==> config.mk <==
export PLATFORM = sky130hd
export DESIGN_NAME = system_control_coprocessor_mpu_tcm
export DESIGN_NICKNAME = d
export VERILOG_FILES = /design/src/sv/scp_pkg.sv /design/src/sv/scp_front.sv /design/src/sv/scp_back.sv /design/src/sv/system_control_coprocessor_mpu_tcm.sv
export SDC_FILE = /design/constraint.sdc
export NUM_CORES = 2
export LEC_CHECK = 0
export BUFFER_PORTS_ARGS = -buffer_cell sky130_fd_sc_hd__buf_2
export CELL_PAD_IN_SITES_DETAIL_PLACEMENT = 1
export CELL_PAD_IN_SITES_GLOBAL_PLACEMENT = 1
export CORE_MARGIN = 4
export CORE_UTILIZATION = 32
export DETAILED_ROUTE_END_ITERATION = 7
export GPL_TIMING_DRIVEN = 1
export PLACE_DENSITY_LB_ADDON = 0.1
export SETUP_SLACK_MARGIN = 0.4
export SYNTH_ARGS = -nofsm -noshare
export SYNTH_HDL_FRONTEND = slang
export SYNTH_SLANG_ARGS = --single-unit
==> constraint.sdc <==
create_clock -name clock -period 7.61 [get_ports clock]
set_input_delay 0.761 -clock clock [delete_from_list [all_inputs] [get_ports clock]]
set_output_delay 0.761 -clock clock [all_outputs]
set_load 0.05 [all_outputs]
==> src/sv/scp_pkg.sv <==
`default_nettype none
package scp_pkg;

   localparam int unsigned RegionCountMax = 8;
   localparam logic [31:0] MainIdReset    = 32'h4105_9461;
   localparam logic [31:0] ControlReset   = 32'h0F0D_2112;
   localparam logic [31:0] BaseMask       = 32'hFFFF_F000;
   localparam logic [31:0] DtcmBaseReset  = 32'h0080_0000;
   localparam logic [4:0]  ItcmCodeReset  = 5'd6;
   localparam logic [4:0]  DtcmCodeReset  = 5'd5;
   localparam int unsigned QueueDepth     = 2;

   // Decoded operation carried from the front to the back.
   typedef enum logic [3:0] {
      OP_NONE,
      OP_RD_ID,
      OP_RD_CTRL,
      OP_RD_PERM,
      OP_RD_DTCM,
      OP_RD_ITCM,
      OP_WR_CTRL,
      OP_WR_PERM,
      OP_WR_REGION,
      OP_WR_DTCM,
      OP_WR_ITCM,
      OP_HALT
   } op_type;

   typedef struct packed {
      op_type      op;
      logic [2:0]  sel;
      logic [31:0] data;
   } cmd_type;

   typedef enum logic [1:0] {
      ST_IDLE,
      ST_SCAN,
      ST_DONE
   } state_type;

   // TCM end: base + (512 << code, zero if code >= 23), mod 2^32, or zero if TCM is off.
   function automatic logic [31:0] mem_limit(input logic on, input logic [31:0] base,
                                             input logic [4:0] code);
      logic [31:0] size;
      begin
         size = 32'd0;
         if (code < 5'd23) begin
            size = 32'd512 << code;
         end
         mem_limit = on ? base + size : 32'd0;
      end
   endfunction

endpackage
`default_nettype wire

==> src/sv/scp_front.sv <==
`default_nettype none
module scp_front #(
   parameter int unsigned QDEPTH = scp_pkg::QueueDepth
) (
   input  wire logic            clock,
   input  wire logic            reset,
   input  wire logic            req_push,
   output logic                 req_full,
   input  wire logic            req_type,
   input  wire logic [3:0]      req_reg_major,
   input  wire logic [3:0]      req_reg_minor,
   input  wire logic [2:0]      req_op_variant,
   input  wire logic [31:0]     req_write_data,
   output logic                 cmd_valid,
   output scp_pkg::cmd_type     cmd,
   input  wire logic            cmd_take
);

   localparam int unsigned PW = (QDEPTH > 1) ? $clog2(QDEPTH) : 1;

   scp_pkg::cmd_type             queue_ff [QDEPTH];
   logic [PW-1:0]                wptr_ff, wptr_in, rptr_ff, rptr_in;
   logic [PW:0]                  count_ff, count_in;
   scp_pkg::cmd_type             dec;
   logic                         push_ok;

   // Decode the access into one operation.
   always_comb begin
      dec.op   = scp_pkg::OP_NONE;
      dec.sel  = req_op_variant;
      dec.data = req_write_data;
      if (req_type) begin
         unique case (req_reg_major)
            4'd1: if (req_reg_minor == 4'd0 && req_op_variant == 3'd0)
                     dec.op = scp_pkg::OP_WR_CTRL;
            4'd5: dec.op = scp_pkg::OP_WR_PERM;
            4'd6: begin
               dec.op  = scp_pkg::OP_WR_REGION;
               dec.sel = req_reg_minor[2:0];
            end
            4'd7: if ((req_reg_minor == 4'd0 && req_op_variant == 3'd4) ||
                      (req_reg_minor == 4'd8 && req_op_variant == 3'd2))
                     dec.op = scp_pkg::OP_HALT;
            4'd9: if (req_reg_minor == 4'd1 && req_op_variant == 3'd0)
                     dec.op = scp_pkg::OP_WR_DTCM;
                  else if (req_reg_minor == 4'd1 && req_op_variant == 3'd1)
                     dec.op = scp_pkg::OP_WR_ITCM;
            4'd15: if (req_reg_minor == 4'd8 && req_op_variant == 3'd2)
                     dec.op = scp_pkg::OP_HALT;
            default: dec.op = scp_pkg::OP_NONE;
         endcase
      end else begin
         unique case (req_reg_major)
            4'd0: dec.op = (req_op_variant == 3'd1) ? scp_pkg::OP_RD_CTRL
                                                    : scp_pkg::OP_RD_ID;
            4'd1: if (req_reg_minor == 4'd0 && req_op_variant == 3'd0)
                     dec.op = scp_pkg::OP_RD_CTRL;
            4'd5: dec.op = scp_pkg::OP_RD_PERM;
            4'd9: if (req_reg_minor == 4'd1 && req_op_variant == 3'd0)
                     dec.op = scp_pkg::OP_RD_DTCM;
                  else if (req_reg_minor == 4'd1 && req_op_variant == 3'd1)
                     dec.op = scp_pkg::OP_RD_ITCM;
            default: dec.op = scp_pkg::OP_NONE;
         endcase
      end
   end

   assign req_full  = (count_ff == (PW+1)'(QDEPTH));
   assign push_ok   = req_push && !req_full;
   assign cmd_valid = (count_ff != '0);
   assign cmd       = queue_ff[rptr_ff];

   // Pointer and count update for the command queue.
   always_comb begin
      wptr_in  = wptr_ff;
      rptr_in  = rptr_ff;
      count_in = count_ff;
      if (push_ok) begin
         wptr_in = (wptr_ff == PW'(QDEPTH-1)) ? '0 : wptr_ff + 1'b1;
      end
      if (cmd_take && cmd_valid) begin
         rptr_in = (rptr_ff == PW'(QDEPTH-1)) ? '0 : rptr_ff + 1'b1;
      end
      if (push_ok && !(cmd_take && cmd_valid)) begin
         count_in = count_ff + 1'b1;
      end else if (!push_ok && cmd_take && cmd_valid) begin
         count_in = count_ff - 1'b1;
      end
   end

   always_ff @(posedge clock) begin
      if (reset) begin
         wptr_ff  <= '0;
         rptr_ff  <= '0;
         count_ff <= '0;
      end else begin
         wptr_ff  <= wptr_in;
         rptr_ff  <= rptr_in;
         count_ff <= count_in;
      end
   end

   always_ff @(posedge clock) begin
      if (push_ok) begin
         queue_ff[wptr_ff] <= dec;
      end
   end

endmodule
`default_nettype wire

==> src/sv/scp_back.sv <==
`default_nettype none
module scp_back #(
   parameter int unsigned REGION_COUNT = scp_pkg::RegionCountMax
) (
   input  wire logic             clock,
   input  wire logic             reset,
   input  wire logic             cmd_valid,
   input  scp_pkg::cmd_type      cmd,
   output logic                  cmd_take,
   input  wire logic [31:0]      main_id,
   output logic                  rsp_empty,
   input  wire logic             rsp_pop,
   output logic [31:0]           rsp_read_data,
   output logic                  rsp_halt_request,
   output logic [31:0]           rsp_itcm_limit,
   output logic [31:0]           rsp_dtcm_limit,
   output logic [31:0]           rsp_itcm_guard_start,
   output logic [31:0]           rsp_itcm_guard_end
);

   localparam int unsigned RW = (REGION_COUNT > 1) ? $clog2(REGION_COUNT) : 1;

   scp_pkg::state_type state_ff, state_in;
   logic [31:0] control_ff;
   logic [31:0] perm_ff [4];
   logic [31:0] rbase_ff [REGION_COUNT];
   logic [31:0] rlast_ff [REGION_COUNT];
   logic [31:0] ibase_ff, dbase_ff;
   logic [4:0]  icode_ff, dcode_ff;
   logic        ion_ff, don_ff;
   logic [31:0] glo_ff, ghi_ff;
   logic [31:0] lo_ff, hi_ff, lim_ff;
   logic [RW-1:0] idx_ff;
   logic        out_valid_ff;
   logic [31:0] rd_ff;
   logic        halt_ff;

   logic        start_scan, last_idx, hit;
   logic [31:0] rd_val, cur_base, cur_last;
   logic [31:0] ilim_new, ilim_now;
   logic [4:0]  n_code;
   logic [31:0] bitn, amask, newbase;
   logic [RW-1:0] widx;
   logic        in_range;

   assign ilim_now = scp_pkg::mem_limit(ion_ff, ibase_ff, icode_ff);

   // The back takes one command when idle and the result slot is free.
   assign cmd_take = (state_ff == scp_pkg::ST_IDLE) && cmd_valid && !out_valid_ff;
   assign start_scan = cmd_take && (cmd.op == scp_pkg::OP_WR_CTRL ||
                                    cmd.op == scp_pkg::OP_WR_ITCM);

   // Instruction TCM limit after the command's own update.
   always_comb begin
      ilim_new = ilim_now;
      if (cmd.op == scp_pkg::OP_WR_CTRL) begin
         ilim_new = scp_pkg::mem_limit(cmd.data[18], ibase_ff, icode_ff);
      end else if (cmd.op == scp_pkg::OP_WR_ITCM) begin
         ilim_new = scp_pkg::mem_limit(ion_ff, cmd.data & scp_pkg::BaseMask,
                                       cmd.data[5:1]);
      end
   end

   // Region write checks.
   assign n_code   = cmd.data[5:1];
   assign widx     = RW'(cmd.sel);
   assign in_range = (n_code > 5'd10) && (n_code < 5'd28);
   assign newbase  = cmd.data & scp_pkg::BaseMask;
   assign bitn     = 32'd1 << n_code;
   assign amask    = bitn | ((bitn - 32'd1) & scp_pkg::BaseMask);

   // Read value.
   always_comb begin
      case (cmd.op)
         scp_pkg::OP_RD_ID:   rd_val = main_id;
         scp_pkg::OP_RD_CTRL: rd_val = control_ff;
         scp_pkg::OP_RD_PERM: rd_val = perm_ff[cmd.sel[1:0]];
         scp_pkg::OP_RD_DTCM: rd_val = dbase_ff | {26'd0, dcode_ff, 1'b0};
         scp_pkg::OP_RD_ITCM: rd_val = ibase_ff | {26'd0, icode_ff, 1'b0};
         default:             rd_val = 32'd0;
      endcase
   end

   // One region per cycle during the guard scan.
   assign cur_base = rbase_ff[idx_ff];
   assign cur_last = rlast_ff[idx_ff];
   assign hit      = (cur_base != 32'd0) && (cur_last < lim_ff);
   assign last_idx = (idx_ff == RW'(REGION_COUNT-1));

   // Next state. The scan runs when the control bit in force after the
   // command is set.
   always_comb begin
      state_in = state_ff;
      unique case (state_ff)
         scp_pkg::ST_IDLE: if (start_scan) begin
            state_in = ((cmd.op == scp_pkg::OP_WR_CTRL) ? cmd.data[0] : control_ff[0]) ?
                       scp_pkg::ST_SCAN : scp_pkg::ST_IDLE;
         end
         scp_pkg::ST_SCAN: if (last_idx) state_in = scp_pkg::ST_DONE;
         scp_pkg::ST_DONE: state_in = scp_pkg::ST_IDLE;
         default:          state_in = scp_pkg::ST_IDLE;
      endcase
   end

   // Outputs of the state machine.
   always_comb begin
      rsp_empty = !out_valid_ff || (state_ff != scp_pkg::ST_IDLE);
   end

   always_ff @(posedge clock) begin
      if (reset) begin
         state_ff     <= scp_pkg::ST_IDLE;
         out_valid_ff <= 1'b0;
         control_ff   <= scp_pkg::ControlReset;
         for (int i = 0; i < 4; i++) perm_ff[i] <= 32'd0;
         for (int i = 0; i < REGION_COUNT; i++) begin
            rbase_ff[i] <= 32'd0;
            rlast_ff[i] <= 32'd0;
         end
         ibase_ff <= 32'd0;
         icode_ff <= scp_pkg::ItcmCodeReset;
         dbase_ff <= scp_pkg::DtcmBaseReset;
         dcode_ff <= scp_pkg::DtcmCodeReset;
         ion_ff   <= 1'b1;
         don_ff   <= 1'b1;
         glo_ff   <= 32'd0;
         ghi_ff   <= 32'd0;
         idx_ff   <= '0;
      end else begin
         state_ff <= state_in;
         if (rsp_pop && !rsp_empty) begin
            out_valid_ff <= 1'b0;
         end
         if (cmd_take) begin
            out_valid_ff <= 1'b1;
            case (cmd.op)
               scp_pkg::OP_WR_CTRL: begin
                  control_ff <= cmd.data;
                  don_ff     <= cmd.data[16];
                  ion_ff     <= cmd.data[18];
               end
               scp_pkg::OP_WR_PERM: perm_ff[cmd.sel[1:0]] <= cmd.data;
               scp_pkg::OP_WR_REGION: begin
                  if (32'(cmd.sel) < REGION_COUNT && in_range) begin
                     rbase_ff[widx] <= newbase;
                     if ((cmd.data & amask) == 32'd0) begin
                        rlast_ff[widx] <= newbase + ((bitn << 1) - 32'd1);
                     end
                  end
               end
               scp_pkg::OP_WR_DTCM: begin
                  dbase_ff <= newbase;
                  dcode_ff <= cmd.data[5:1];
               end
               scp_pkg::OP_WR_ITCM: begin
                  ibase_ff <= newbase;
                  icode_ff <= cmd.data[5:1];
               end
               default: ;
            endcase
            if (start_scan) begin
               glo_ff <= 32'd0;
               ghi_ff <= ilim_new;
               lim_ff <= ilim_new;
               lo_ff  <= 32'hFFFF_FFFF;
               hi_ff  <= 32'd0;
               idx_ff <= '0;
            end
         end
         if (state_ff == scp_pkg::ST_SCAN) begin
            if (hit && cur_base < lo_ff) lo_ff <= cur_base;
            if (hit && cur_last > hi_ff) hi_ff <= cur_last;
            idx_ff <= idx_ff + 1'b1;
         end
         if (state_ff == scp_pkg::ST_DONE && hi_ff != 32'd0) begin
            glo_ff <= lo_ff;
            ghi_ff <= hi_ff;
         end
      end
   end

   // Result register, captured with the command.
   always_ff @(posedge clock) begin
      if (cmd_take) begin
         rd_ff   <= rd_val;
         halt_ff <= (cmd.op == scp_pkg::OP_HALT);
      end
   end

   assign rsp_read_data        = rd_ff;
   assign rsp_halt_request     = halt_ff;
   assign rsp_itcm_limit       = ilim_now;
   assign rsp_dtcm_limit       = scp_pkg::mem_limit(don_ff, dbase_ff, dcode_ff);
   assign rsp_itcm_guard_start = glo_ff;
   assign rsp_itcm_guard_end   = ghi_ff;

endmodule
`default_nettype wire

==> src/sv/system_control_coprocessor_mpu_tcm.sv <==
`default_nettype none
// Protection unit and TCM register block of a system control coprocessor.
// Requests enter through a queue interface: drive the access fields and
// raise req_push; the request is taken at an edge where req_full is low.
// A small decoded-command queue separates the decoder from the register
// back end, so the decoder keeps taking requests while the back end works.
// Results leave as a queue: while rsp_empty is low the oldest result is on
// the rsp_ ports; rsp_pop takes it. A stalled receiver simply leaves the
// result held, and the back end then stops; requests still fill the
// command queue until req_full rises.
// A request passes through the command queue and then the result register.
// A control write or instruction TCM write with the protection unit on
// runs a guard scan over the regions, one region a cycle, before its result
// shows. The back end takes no new request until its single result register
// has been popped. Reset restores the documented register values; the user
// must write the identification word through the csr_ channel while the
// block is idle. The block itself does not enforce this.
module system_control_coprocessor_mpu_tcm #(
   parameter int unsigned REGION_COUNT = scp_pkg::RegionCountMax
) (
   input  wire logic        clock,
   input  wire logic        reset,
   input  wire logic        req_push,
   output logic             req_full,
   input  wire logic        req_type,
   input  wire logic [3:0]  req_reg_major,
   input  wire logic [3:0]  req_reg_minor,
   input  wire logic [2:0]  req_op_variant,
   input  wire logic [31:0] req_write_data,
   output logic             rsp_empty,
   input  wire logic        rsp_pop,
   output logic [31:0]      rsp_read_data,
   output logic             rsp_halt_request,
   output logic [31:0]      rsp_itcm_limit,
   output logic [31:0]      rsp_dtcm_limit,
   output logic [31:0]      rsp_itcm_guard_start,
   output logic [31:0]      rsp_itcm_guard_end,
   input  wire logic        csr_valid,
   output logic             csr_ready,
   input  wire logic [31:0] csr_data
);

   logic             cmd_valid, cmd_take;
   scp_pkg::cmd_type cmd;
   logic [31:0]      main_id_ff;

   // Identification register.
   assign csr_ready = 1'b1;
   always_ff @(posedge clock) begin
      if (reset) begin
         main_id_ff <= scp_pkg::MainIdReset;
      end else if (csr_valid && csr_ready) begin
         main_id_ff <= csr_data;
      end
   end

   scp_front u_front (
      .clock, .reset, .req_push, .req_full, .req_type, .req_reg_major,
      .req_reg_minor, .req_op_variant, .req_write_data,
      .cmd_valid, .cmd, .cmd_take
   );

   scp_back #(.REGION_COUNT(REGION_COUNT)) u_back (
      .clock, .reset, .cmd_valid, .cmd, .cmd_take, .main_id(main_id_ff),
      .rsp_empty, .rsp_pop, .rsp_read_data, .rsp_halt_request,
      .rsp_itcm_limit, .rsp_dtcm_limit, .rsp_itcm_guard_start,
      .rsp_itcm_guard_end
   );

   // A halt result never carries read data.
   a_halt_no_data: assert property (@(posedge clock) disable iff (reset)
      (!rsp_empty && rsp_halt_request) |-> (rsp_read_data == 32'd0))
      else $error("halt result with read data");

   // A shown result stays until popped.
   a_rsp_hold: assert property (@(posedge clock) disable iff (reset)
      (!rsp_empty && !rsp_pop) |=> (!rsp_empty && $stable(rsp_read_data)))
      else $error("result changed while stalled");

   // With a zero ITCM limit, guard start is zero or guard end nonzero.
   a_guard_lim: assert property (@(posedge clock) disable iff (reset)
      (!rsp_empty && rsp_itcm_limit == 32'd0) |->
      (rsp_itcm_guard_start == 32'd0 || rsp_itcm_guard_end != 32'd0))
      else $error("guard window inconsistent");

endmodule
`default_nettype wire
==> qor.yml <==
status: "finished, final reports clean"
grt_remaining_overflow: 0
slowest_stage: "nor4_4"
cts_tree: "built"
cp_top_family: "simple AND/OR/NAND/NOR gates"
routed_wl_um: 169000
worst_pin_slew_ns: 1.36
clkLatencyLatePin_ns: 0.74
critPathKind: "reg -> reg"
rsz0062_at_grt: "no"
antenna_found_initial: 17
cts.htree.levels: 3
clk_pin_slew_ns: 0.06
period_minus_slack_ns: 6.29
cts-hold-fix-buffers: 0
cts.sinks: 934
core-area_um2: 147000
critPathCaptureType: "register"
place_congestion: 0.849
ctsResizeCount: 0
ys_seq_elements: 934
p_per_area_nw_per_um2: 303
routed-via-count: 34000
ys_seq_area_frac: 0.551
critPathLaunchType: "register"
ant_nets: 0
cp.arrival_ns: 6.66
p_int_mw: 10.2
numCtsBuffers: 108
grt_pass1_vias: 34900
p_leak_nw: 21.1
drt_iter0_drc: 2637
setup_tns_ns: 0
final_net_count: 4659
swShare: 0.381
async_reset_ff_frac: 0
fmax_mhz: 159
fp.dieH_um: 393
grt_pass1_wl_um: 247000
vdd_drop_max_v: 0.000173
critical_path_depth: 15
setup_violations: 0
required_ns: 7.99
row_count: 141
power_frac_comb: 0.324
die_w_um: 393
synth_area_um2: 47400
drtPass1Iterations: 5
slew_headroom: 0.0933
drcViolationCount: 0
yosys_warnings: 0
ys_types: 94
crit_top_cell: "buf_4"
slew_violations: 0
finalHoldViolCount: 0
root_buffer: "clkbuf_16"
area_growth_syn_to_layout_pct: 14.8
timing.reg2reg.worst_path_depth: 15
skew_ns: 0.0409
final-instance-count-excl-fill: 6406
min_path_cells: 1
crit_buf_inv: 2
placed_cells: 6195
drive_gt1_frac: 0.182
initial_utilization: 0.322
dieArea_um2: 154000
slowest_delay_ns: 1.03
pin_count: 245
place_hpwl_um: 120000
synth_edf_count: 742
grt_max_degree: 81
cts.path.max_buffers: 3
synth_ff_type: "edfxtp_1"
wire_per_inst_um: 26.4
hp-class: "in -> reg"
grt_usage: 0.217
drv_cap: 0
path_cells: "nor4_1 -> a31oi_1 -> or2_2 -> ha_1 -> nor2b_1 -> o21ai_0 -> a21boi_0 -> nor3_1 -> a222oi_1 -> o2111ai_1 -> nor4_4 -> nand4_4 -> buf_4 -> nand2_1 -> buf_4"
switchingPower_mw: 6.30
syn-instance-count: 4162
timing.final.crit_share: 0.826
crit_fanout: 35
drt-vias-per-instance: 5.31
p_clk_frac: 0.305
avgSynthCellArea_um2: 11.4
n_fill_cell: 16100
post_cts_buffers: 0
port_buffers: 225
seqPwrFrac: 0.371
[metal layers]
layer  share of wire  GRT usage  vias up
met5               0          0        -
met4           0.017     0.0474        0
met3           0.051     0.0307      150
met2            0.46      0.342      813
met1            0.48      0.318    17600
li1                -          -    15500
[power by group through the flow]
stage               Clock [mW]  Sequential, mW  Combinational (mW)
CTS                       5.17            6.12                5.43
global route              5.40            6.15                5.77
global placement             0            6.22                5.39
floorplan                    0            6.33                3.03
finish                    5.04            6.12                5.35
detailed placement           0            6.23                5.40
[cells in the final DEF, fill, tap and decap left out, types with 115 or more instances in the layout]
cell type and count:
nor2_1 821, ha_1 199, a21oi_1 123, buf_2 224, edfxtp_1 742, nor3_1 124, mux4_2 129, dfxtp_1 188
nand2_1 229, a22oi_1 115, inv_1 233, buf_4 128
[stage by stage]
stage               setup WS, ns  instance area [µm²]  power, mW  hold WS [ns]   util
detailed placement          1.37                51000       11.6         0.467  0.346
floorplan                   1.58                47500       9.36         0.442      -
global route                1.02                54400       17.3         0.185  0.369
finish                      1.32                54400       16.5         0.212  0.369
CTS                         1.35                54400       16.7         0.150  0.369
global placement            1.42                51000       11.6         0.457  0.346
[final timing paths]
kind | start | end | slack (ns)
worst max-delay path | register | u_back.rlast_ff[7][26]$_SDFFCE_PN0P_ | 1.32
worst min-delay path | req_write_data[8] | u_front.queue_ff[1][8]$_DFFE_PP_ | 0.21
worst max register to register | register | u_back.rlast_ff[7][26]$_SDFFCE_PN0P_ | 1.32
worst min register to register | main_id_ff[0]$_SDFFE_PP1P_ | main_id_ff[0]$_SDFFE_PP1P_ | 0.48
[Yosys cell counts, types with 7 or more instances]
cell         n  area [µm²]
a22oi_1    115         863
or2_2       15        93.8
a31oi_1     17         106
xor2_1      30         263
a211o_1     10        87.6
ha_1       199        2490
nand4_4      8         170
o211ai_1    27         203
a2111oi_0    7        61.3
buf_6       16         180
xnor2_1     51         447
clkbuf_1   181         679
mux2i_2      8         110
mux4_2     129        2910
nand4_1     22         138
buf_1       22        82.6
a311oi_1    13         114
buf_2       27         135
dfxtp_1    192        3840
and2_1      28         175
a21o_1      32         240
and3_1      21         131
nand2b_1    38         238
o22ai_1     15        93.8
a22o_1       7        61.3
inv_1      234         878
nor2b_1     14        87.6
nor2_1     831        3120
edfxtp_1   742       22300
nand2_1    232         871
mux2i_1    102        1020
o21a_1      22         165
nor3_1     125         626
nand3_1     52         260
nor4_1      26         163
o21ai_0     90         450
o21bai_1    17         128
inv_2       17        63.8
mux2_2      70         788
a21oi_1    123         616
buf_4       21         158
or3_1       21         131
a211oi_1    83         623
[flip-flops by register name, summed over array words and instances (netlist names), 3 cells and up, named ones only]
signal / flops
u_front.queue_ff: 78
u_back.icode_ff: 5
u_back.rsp_read_data: 32
u_back.idx_ff: 3
u_back.rbase_ff: 160
u_back.dcode_ff: 5
u_back.rlast_ff: 256
u_back.lim_ff: 23
u_back.rsp_itcm_guard_end: 32
u_back.perm_ff: 128
u_back.control_ff: 32
u_back.dbase_ff: 20
main_id_ff: 32
u_back.ibase_ff: 20
u_back.hi_ff: 32
u_back.rsp_itcm_guard_start: 32
u_back.lo_ff: 32
[cell type report]
cell class	instances	area [µm²]	area share
Clock inverter	40	319	0.00586
Timing Repair Buffer	356	2150	0.0395
Antenna cell	5	12.5	0.000230
Sequential cell	934	26100	0.480
Tap cell	1930	2410	0.0444
Clock buffer	166	3080	0.0566
Multi-Input combinational cell	2722	19400	0.356
Inverter	253	957	0.0176
[logic make-up (layout without fill, tap and decap cells)]
logic type      count (synthesis)  after routing  synth area share
simple gates                 1465           1465             0.137
fa+ha+maj                     203            203            0.0542
mux                           313            313             0.104
buf+inv                       523            815            0.0471
flops                         934            934             0.551
compound gates                641            641            0.0922
xor+xnor                       81             81            0.0150
other cells                     2             24          0.000158
(Power assumes the default switching activity.)
